`src/sv/pidsp_pkg.sv`:
```
// ----------------------------------------------------------------------------
// PID speed/position controller package
// Shared widths, register map, reset values and the configuration struct.
// ----------------------------------------------------------------------------
package pidsp_pkg;

   // Field widths
   localparam int DATA_W  = 16;   // measured, target, drive
   localparam int ERR_W   = 18;   // error after wrap handling
   localparam int GAIN_W  = 24;   // unsigned Q16.8 gains
   localparam int LIMIT_W = 15;   // drive and integral limits
   localparam int ACC_W   = 24;   // integral term in Q.8, always within +-(2^23 - 256)
   localparam int ADDR_W  = 5;    // seven 32-bit registers at 4*i
   localparam int CSR_W   = 32;

   // Encoder wrap handling in position mode
   localparam logic signed [DATA_W:0]  WRAP_HI   = 17'sd4096;
   localparam logic signed [DATA_W:0]  WRAP_LO   = -17'sd4096;
   localparam logic signed [ERR_W-1:0] WRAP_SPAN = 18'sd8191;

   // Register map, word index = paddr[4:2]
   typedef enum logic [2:0] {
      REG_LOOP_MODE        = 3'd0,
      REG_PROP_GAIN        = 3'd1,
      REG_INTEG_GAIN       = 3'd2,
      REG_DERIV_GAIN       = 3'd3,
      REG_DRIVE_LIMIT      = 3'd4,
      REG_INTEG_LIMIT      = 3'd5,
      REG_SEPARATION_LEVEL = 3'd6
   } reg_index_type;

   // Loop modes
   localparam logic MODE_SPEED    = 1'b0;
   localparam logic MODE_POSITION = 1'b1;

   // Reset values
   localparam logic [GAIN_W-1:0]  PROP_GAIN_RST   = 24'd256;
   localparam logic [LIMIT_W-1:0] DRIVE_LIMIT_RST = 15'd16384;

   typedef struct packed {
      logic                     loop_mode;
      logic [GAIN_W-1:0]        prop_gain;
      logic [GAIN_W-1:0]        integ_gain;
      logic [GAIN_W-1:0]        deriv_gain;
      logic [LIMIT_W-1:0]       drive_limit;
      logic [LIMIT_W-1:0]       integ_limit;
      logic signed [DATA_W-1:0] separation_level;
   } cfg_type;

endpackage

```
`src/sv/pidsp_csr.sv`:
```
// ----------------------------------------------------------------------------
// PID controller register file
// APB-style slave holding the seven controller settings.
// ----------------------------------------------------------------------------
module pidsp_csr (
   input  logic                             clock,
   input  logic                             reset,
   input  logic                             csr_psel,
   input  logic                             csr_penable,
   input  logic                             csr_pwrite,
   input  logic [pidsp_pkg::ADDR_W-1:0]     csr_paddr,
   input  logic [pidsp_pkg::CSR_W-1:0]      csr_pwdata,
   output logic [pidsp_pkg::CSR_W-1:0]      csr_prdata,
   output logic                             csr_pready,
   output pidsp_pkg::cfg_type               cfg
);

   pidsp_pkg::cfg_type       cfg_ff;
   pidsp_pkg::reg_index_type reg_index;
   logic                     wr_en;

   assign csr_pready = 1'b1;
   assign reg_index  = pidsp_pkg::reg_index_type'(csr_paddr[pidsp_pkg::ADDR_W-1:2]);
   assign wr_en      = csr_psel & csr_penable & csr_pwrite & csr_pready;
   assign cfg        = cfg_ff;

   // Write the addressed register, keeping its low bits only
   always_ff @(posedge clock) begin
      if (reset) begin
         cfg_ff.loop_mode        <= pidsp_pkg::MODE_SPEED;
         cfg_ff.prop_gain        <= pidsp_pkg::PROP_GAIN_RST;
         cfg_ff.integ_gain       <= '0;
         cfg_ff.deriv_gain       <= '0;
         cfg_ff.drive_limit      <= pidsp_pkg::DRIVE_LIMIT_RST;
         cfg_ff.integ_limit      <= '0;
         cfg_ff.separation_level <= '0;
      end else if (wr_en) begin
         unique case (reg_index)
            pidsp_pkg::REG_LOOP_MODE:
               cfg_ff.loop_mode <= csr_pwdata[0];
            pidsp_pkg::REG_PROP_GAIN:
               cfg_ff.prop_gain <= csr_pwdata[pidsp_pkg::GAIN_W-1:0];
            pidsp_pkg::REG_INTEG_GAIN:
               cfg_ff.integ_gain <= csr_pwdata[pidsp_pkg::GAIN_W-1:0];
            pidsp_pkg::REG_DERIV_GAIN:
               cfg_ff.deriv_gain <= csr_pwdata[pidsp_pkg::GAIN_W-1:0];
            pidsp_pkg::REG_DRIVE_LIMIT:
               cfg_ff.drive_limit <= csr_pwdata[pidsp_pkg::LIMIT_W-1:0];
            pidsp_pkg::REG_INTEG_LIMIT:
               cfg_ff.integ_limit <= csr_pwdata[pidsp_pkg::LIMIT_W-1:0];
            pidsp_pkg::REG_SEPARATION_LEVEL:
               cfg_ff.separation_level <= $signed(csr_pwdata[pidsp_pkg::DATA_W-1:0]);
            default: ;
         endcase
      end
   end

   // Read back, zero-extended
   always_comb begin
      csr_prdata = '0;
      unique case (reg_index)
         pidsp_pkg::REG_LOOP_MODE:
            csr_prdata = {31'd0, cfg_ff.loop_mode};
         pidsp_pkg::REG_PROP_GAIN:
            csr_prdata = {8'd0, cfg_ff.prop_gain};
         pidsp_pkg::REG_INTEG_GAIN:
            csr_prdata = {8'd0, cfg_ff.integ_gain};
         pidsp_pkg::REG_DERIV_GAIN:
            csr_prdata = {8'd0, cfg_ff.deriv_gain};
         pidsp_pkg::REG_DRIVE_LIMIT:
            csr_prdata = {17'd0, cfg_ff.drive_limit};
         pidsp_pkg::REG_INTEG_LIMIT:
            csr_prdata = {17'd0, cfg_ff.integ_limit};
         pidsp_pkg::REG_SEPARATION_LEVEL:
            csr_prdata = {16'd0, cfg_ff.separation_level};
         default:
            csr_prdata = '0;
      endcase
   end

endmodule

```
`src/sv/pidsp_calc.sv`:
```
// ----------------------------------------------------------------------------
// PID controller arithmetic
// P, separated and clamped I, and D terms, summed, saturated and floored.
// ----------------------------------------------------------------------------
module pidsp_calc (
   input  pidsp_pkg::cfg_type                      cfg,
   input  logic signed [pidsp_pkg::ERR_W-1:0]      err,
   input  logic signed [pidsp_pkg::ERR_W-1:0]      last_error,
   input  logic signed [pidsp_pkg::ACC_W-1:0]      integ_accum,
   output logic signed [pidsp_pkg::ACC_W-1:0]      integ_next,
   output logic signed [pidsp_pkg::DATA_W-1:0]     drive
);

   logic signed [42:0] p_term;
   logic signed [42:0] i_prod;
   logic signed [43:0] i_sum;
   logic signed [43:0] i_lim;
   logic signed [18:0] d_diff;
   logic signed [43:0] d_term;
   logic signed [45:0] total;
   logic signed [45:0] d_lim;
   logic signed [23:0] total_sat;
   logic               integrate;

   // Proportional term, exact in Q.8
   assign p_term = $signed({1'b0, cfg.prop_gain}) * err;

   // Integral term: accumulate below the separation level, clear otherwise
   assign integrate = err < $signed({{2{cfg.separation_level[15]}}, cfg.separation_level});
   assign i_prod    = $signed({1'b0, cfg.integ_gain}) * err;
   assign i_sum     = {i_prod[42], i_prod} + {{20{integ_accum[23]}}, integ_accum};
   assign i_lim     = $signed({21'd0, cfg.integ_limit, 8'd0});

   always_comb begin
      if (!integrate) begin
         integ_next = '0;
      end else if (i_sum >= i_lim) begin
         integ_next = i_lim[23:0];
      end else if (i_sum <= -i_lim) begin
         integ_next = 24'(-i_lim);
      end else begin
         integ_next = i_sum[23:0];
      end
   end

   // Derivative term on the change in error
   assign d_diff = {err[17], err} - {last_error[17], last_error};
   assign d_term = $signed({1'b0, cfg.deriv_gain}) * d_diff;

   // Sum, saturate to the drive limit, then floor to output units
   assign total = {{3{p_term[42]}}, p_term} + {{22{integ_next[23]}}, integ_next}
                + {{2{d_term[43]}}, d_term};
   assign d_lim = $signed({23'd0, cfg.drive_limit, 8'd0});

   always_comb begin
      if (total >= d_lim) begin
         total_sat = d_lim[23:0];
      end else if (total <= -d_lim) begin
         total_sat = 24'(-d_lim);
      end else begin
         total_sat = total[23:0];
      end
   end

   assign drive = total_sat[23:8];

endmodule

```
`src/sv/pid_speed_position_controller_core.sv`:
```
// ----------------------------------------------------------------------------
// PID speed/position controller core
// Positional PID with integral separation, one drive word per input word.
// ----------------------------------------------------------------------------
// Usage:
//   req_ channel carries one measured/target word per control tick; rsp_
//   channel returns one saturated drive word for each, in order. Both use
//   valid/ready. Settings must be written over the csr_ APB-style port only
//   while no word is in flight; the block itself does not enforce this.
//   The error (with encoder wrap handling in position mode) is formed into the
//   input register at acceptance, then the three gain products, the clamped
//   integral and the saturated sum are formed combinationally into the result
//   register; rsp_valid rises as the result register is loaded.
//   Throughput is one word per cycle while rsp_ready is high; the integral and
//   last-error state close their loop as the result register loads.
//   When the receiver stalls, the result register holds its word and the
//   input register holds one more; req_ready drops only when both are full
//   and rsp_ready is low.
//   Synchronous reset empties both registers, clears the integral and
//   last-error state and loads the register defaults (unity P gain, drive
//   limit 16384).
// ----------------------------------------------------------------------------
module pid_speed_position_controller_core (
   input  logic                                   clock,
   input  logic                                   reset,
   input  logic                                   req_valid,
   output logic                                   req_ready,
   input  logic signed [pidsp_pkg::DATA_W-1:0]    req_measured,
   input  logic signed [pidsp_pkg::DATA_W-1:0]    req_target,
   output logic                                   rsp_valid,
   input  logic                                   rsp_ready,
   output logic signed [pidsp_pkg::DATA_W-1:0]    rsp_drive,
   input  logic                                   csr_psel,
   input  logic                                   csr_penable,
   input  logic                                   csr_pwrite,
   input  logic [pidsp_pkg::ADDR_W-1:0]           csr_paddr,
   input  logic [pidsp_pkg::CSR_W-1:0]            csr_pwdata,
   output logic [pidsp_pkg::CSR_W-1:0]            csr_prdata,
   output logic                                   csr_pready
);

   pidsp_pkg::cfg_type cfg;

   logic                                   s1_valid_ff;
   logic signed [pidsp_pkg::ERR_W-1:0]     s1_err_ff;
   logic signed [pidsp_pkg::ERR_W-1:0]     s1_err_in;
   logic                                   rsp_valid_ff;
   logic signed [pidsp_pkg::DATA_W-1:0]    rsp_drive_ff;
   logic signed [pidsp_pkg::DATA_W-1:0]    drive_in;
   logic signed [pidsp_pkg::ERR_W-1:0]     last_error_ff;
   logic signed [pidsp_pkg::ACC_W-1:0]     integ_accum_ff;
   logic signed [pidsp_pkg::ACC_W-1:0]     integ_accum_in;
   logic signed [pidsp_pkg::DATA_W:0]      diff;
   logic                                   req_take;
   logic                                   s1_advance;

   pidsp_csr u_csr (
      .clock       (clock),
      .reset       (reset),
      .csr_psel    (csr_psel),
      .csr_penable (csr_penable),
      .csr_pwrite  (csr_pwrite),
      .csr_paddr   (csr_paddr),
      .csr_pwdata  (csr_pwdata),
      .csr_prdata  (csr_prdata),
      .csr_pready  (csr_pready),
      .cfg         (cfg)
   );

   // Handshake: advance into the result register when it is empty or drained
   assign s1_advance = s1_valid_ff & (~rsp_valid_ff | rsp_ready);
   assign req_ready  = ~s1_valid_ff | s1_advance;
   assign req_take   = req_valid & req_ready;

   // Form the error, shifting the measurement by one turn on encoder wrap
   assign diff = {req_target[15], req_target} - {req_measured[15], req_measured};

   always_comb begin
      s1_err_in = {diff[16], diff};
      if (cfg.loop_mode == pidsp_pkg::MODE_POSITION) begin
         if (diff > pidsp_pkg::WRAP_HI) begin
            s1_err_in = {diff[16], diff} - pidsp_pkg::WRAP_SPAN;
         end else if (diff < pidsp_pkg::WRAP_LO) begin
            s1_err_in = {diff[16], diff} + pidsp_pkg::WRAP_SPAN;
         end
      end
   end

   pidsp_calc u_calc (
      .cfg         (cfg),
      .err         (s1_err_ff),
      .last_error  (last_error_ff),
      .integ_accum (integ_accum_ff),
      .integ_next  (integ_accum_in),
      .drive       (drive_in)
   );

   // Control state and controller state
   always_ff @(posedge clock) begin
      if (reset) begin
         s1_valid_ff    <= 1'b0;
         rsp_valid_ff   <= 1'b0;
         last_error_ff  <= '0;
         integ_accum_ff <= '0;
      end else begin
         if (req_take) begin
            s1_valid_ff <= 1'b1;
         end else if (s1_advance) begin
            s1_valid_ff <= 1'b0;
         end
         if (s1_advance) begin
            rsp_valid_ff   <= 1'b1;
            last_error_ff  <= s1_err_ff;
            integ_accum_ff <= integ_accum_in;
         end else if (rsp_ready) begin
            rsp_valid_ff <= 1'b0;
         end
      end
   end

   // Payload registers
   always_ff @(posedge clock) begin
      if (req_take) begin
         s1_err_ff <= s1_err_in;
      end
      if (s1_advance) begin
         rsp_drive_ff <= drive_in;
      end
   end

   assign rsp_valid = rsp_valid_ff;
   assign rsp_drive = rsp_drive_ff;

endmodule

```
`config.mk`:
```
export PLATFORM = sky130hd
export DESIGN_NAME = pid_speed_position_controller_core
export DESIGN_NICKNAME = d
export VERILOG_FILES = /design/src/sv/pidsp_pkg.sv /design/src/sv/pidsp_csr.sv /design/src/sv/pidsp_calc.sv /design/src/sv/pid_speed_position_controller_core.sv
export SDC_FILE = /design/constraint.sdc
export NUM_CORES = 2
export LEC_CHECK = 0
export ABC_CLOCK_PERIOD_IN_PS = 23700
export BUFFER_PORTS_ARGS = -buffer_cell sky130_fd_sc_hd__buf_2
export CORE_MARGIN = 1.5
export CORE_UTILIZATION = 55
export CTS_BUF_LIST = sky130_fd_sc_hd__clkbuf_2
export CTS_CLUSTER_DIAMETER = 120
export DETAILED_ROUTE_END_ITERATION = 8
export GPL_ROUTABILITY_DRIVEN = 1
export PLACE_DENSITY = 0.71
export SLEW_MARGIN = 20
export SYNTH_ARGS = -nofsm -noshare
export SYNTH_HDL_FRONTEND = slang
export SYNTH_HIERARCHICAL = 1
export SYNTH_SLANG_ARGS = --single-unit
```
`constraint.sdc`:
```
create_clock -name clock -period 23.7 [get_ports clock]
set_clock_uncertainty 0.15 [all_clocks]
set_input_delay 3.555 -clock clock [delete_from_list [all_inputs] [get_ports clock]]
set_output_delay 3.555 -clock clock [all_outputs]
set_load 0.005 [all_outputs]
```
==> impl_metrics.json <==
{
  "wire_per_inst_um": 21.05,
  "place_ws_ps": 2765,
  "cp_common_cell": "fa_1",
  "ioPinCount": 127,
  "synth_area_mm2": 0.06222,
  "initial_utilization_pct": 55.38,
  "place.detailed.hpwl_um": 145900,
  "finalInstanceArea_mm2": 0.06441,
  "power_w": 0.002527,
  "timing.final.crit_share_pct": 90.37,
  "synth_cell_types": 115,
  "clockBufferDepth": 2,
  "pwr-share-clk_pct": 7.8,
  "worstSetupStartpoint": "s1_err_ff[17]",
  "drv_slew": 0,
  "clk_pin_slew_ps": 400,
  "root_buffer": "clkbuf_2",
  "ys_top_cells_by_count": "inv_1 (1517), fa_1 (1245), nand2_1 (948)",
  "grt_use_total_pct": 31.55,
  "cts_buffers": 17,
  "final_core_util_pct": 57.33,
  "critPathKind": "flip-flop to flip-flop",
  "crit_path_end_kind": "flip-flop",
  "rsz0062_at_grt": "false",
  "gp_congestion": 0.9867,
  "postPlaceCellArea_mm2": 0.06412,
  "synth_compound_area_share_pct": 7.149,
  "cts_setup_buffers": 0,
  "yosys-mux-area-fraction_pct": 3.237,
  "worstSkewPairLatency_ps": 1110,
  "fin_nets": 8868,
  "reg2reg_from": "s1_err_ff[17]",
  "syn_inst": 7095,
  "async_reset_ff_share_pct": 0,
  "die_w_um": 339.4,
  "run_status": "finished, final reports clean",
  "yosysMostFrequentCell": "inv_1",
  "min_from": "last_error_ff[5]",
  "power_frac_seq_pct": 15.2,
  "synth_fa_ha_area_share_pct": 51.54,
  "synth_top_family_by_area": "adder cells",
  "cts_max_level": 4,
  "yosysSeqAreaShare_pct": 6.885,
  "overflow": 0,
  "grt_pass1_wl_um": 283000,
  "max_clock_freq_ghz": 0.04669,
  "hold_buffers": 0,
  "report.final.hold_viol_count": 0,
  "vias": 48430,
  "arrival_ps": 22150,
  "drt.antenna.violating_nets": 0,
  "clock-sinks": 197,
  "relSlewSlack_pct": 17.96,
  "grt_max_degree": 106,
  "ir_drop_uv": 53.67,
  "finalCriticalPeriod_ps": 21420,
  "worstSetupStartpointType": "flip-flop",
  "synth.largest_area_cell": "fa_1",
  "cp_max_fo": 28,
  "ctsResizeCount": 0,
  "drt_wl_total_um": 178800,
  "setup_viol": 0,
  "tightest_slew_ps": 1229,
  "drt_pass1_iterations": 5,
  "grt_pass1_vias": 50510,
  "intPower_w": 0.001102,
  "p_leak_nw": 32.72,
  "switchingPower_w": 0.001425,
  "comb_power_share_pct": 77.0,
  "ys_ff_latch": 197,
  "avgSynthCellArea_um2": 8.770,
  "hold_path.class": "flip-flop to flip-flop",
  "dominantRegCellSynth": "dfxtp_1",
  "fillerInstances": 9962,
  "drc_errors": 0,
  "cts_tree": "built",
  "drt-initial-drc-count": 3600,
  "row_count": 123,
  "maxCapViolCount": 0,
  "syn_to_final_growth_pct": 3.511,
  "dieArea_mm2": 0.1152,
  "setup-tns-final_ps": 0,
  "die-height_um": 339.4,
  "ys_warn_count": 6,
  "drive_above_1_share_pct": 5.738,
  "setup_slack_ps": 2282,
  "netlist.area_leader.share_pct": 40.06,
  "via_per_inst": 5.703,
  "synth_simple_gate_area_share_pct": 17.81,
  "synth_area_leaders": "fa_1 (40%), ha_1 (11%), inv_1 (9.2%)",
  "portBuffers": 107,
  "coreArea_mm2": 0.1123,
  "swShare_pct": 56.39,
  "crit_required_ps": 24430,
  "critPathSlowestCell": "clkinv_1",
  "cpPeakStageDelay_ps": 960,
  "synthXorXnorAreaFrac_pct": 1.788,
  "synth-edff-count": 34,
  "powerDensity_mw_per_mm2": 39.23,
  "antenna_found_initial": 7
}
[kinds of logic (layout without fill, tap and decap cells)]
group           count (synthesis)  after routing
simple gates                 2225           2225
buf+inv                      1884           1771
fa+ha+maj                    1816           1816
compound gates                649            649
flops                         197            197
mux                           195            195
xor+xnor                      127            127
other cells                     2             12
[cells in the final DEF, fill, tap and decap left out, types with 10 or more instances in the layout]
cell,count
a211oi_1,32
or3_1,15
nor3_1,49
a31oi_1,21
buf_4,113
nor2b_1,38
xnor2_1,82
nand2_1,948
o21a_1,21
or2_2,28
mux2_2,39
nand3_1,77
clkbuf_2,17
mux2i_1,153
a21oi_1,197
a221oi_1,14
ha_1,571
and3_1,29
o21ai_0,101
nand2b_1,196
edfxtp_1,34
fa_1,1245
o21bai_1,10
a22oi_1,23
and2_1,506
buf_2,106
o211ai_1,20
a21o_1,69
xor2_1,35
nor2_1,198
inv_1,1517
nand4_1,37
dfxtp_1,161
nor4_1,34
[final timing paths]
path,endpoint,cells past startpoint,slack (ps)
hold / removal,last_error_ff[5],2,320
setup reg to reg,rsp_drive[0],58,2280
hold reg to reg,last_error_ff[5],2,320
setup / recovery,rsp_drive[0],58,2280
[metrics by stage]
stage               instances  hold WS (ps)
finish                   8492         322.0
CTS                      8489         325.3
detailed placement       8457         297.7
floorplan                7102         286.3
global placement         8457         291.5
global route             8492         336.8
[power groups by stage]
stage | Combinational [W] | Clock, W | Sequential [W]
5_1_grt | 0.00213 | 0.000210 | 0.000386
2_1_floorplan | 0.00133 | 0 | 0.000379
3_5_place_dp | 0.00191 | 0 | 0.000389
3_3_place_gp | 0.00188 | 0 | 0.000389
6_report | 0.00195 | 0.000196 | 0.000385
4_1_cts | 0.00193 | 0.000200 | 0.000384
[routing by layer]
metal	GRT usage [%]	up-vias	share of wire [%]
li1	-	21420	-
met1	43.59	24720	42
met2	51.34	1989	47
met3	5.320	309	8.5
met4	8.808	2	2.6
met5	0	-	0.0067
[worst max-delay path, delay by kind of cell, from the launching register on]
kind	cells	cell delay (ps)
AO/OA/AOI/OAI	15	5500
XOR/XNOR	2	470
buffers and inverters	8	1980
multiplexers	1	90
AND/OR/NAND/NOR	16	5350
adder cells (fa/ha/maj)	16	7280
flip-flops	1	400
[cell type report]
class | instances | area, µm² | area share, %
multi-input cells | 5021 | 50870 | 78.99
inverters | 1520 | 5705 | 8.858
flip-flops and latches | 197 | 4287 | 6.656
well taps | 1500 | 1877 | 2.914
repair buffers | 219 | 1379 | 2.141
clock inverters | 15 | 192.7 | 0.2992
clock buffers | 17 | 85.08 | 0.1321
diodes | 3 | 7.507 | 0.01166
[sequential cells by signal, summed over array words and instances (netlist names)]
register,count
integ_accum_ff,24
rsp_drive,16
s1_err_ff,18
rsp_valid,1
s1_valid_ff,1
u_csr/cfg,119
last_error_ff,18
Power figures use the tool's default switching activity.
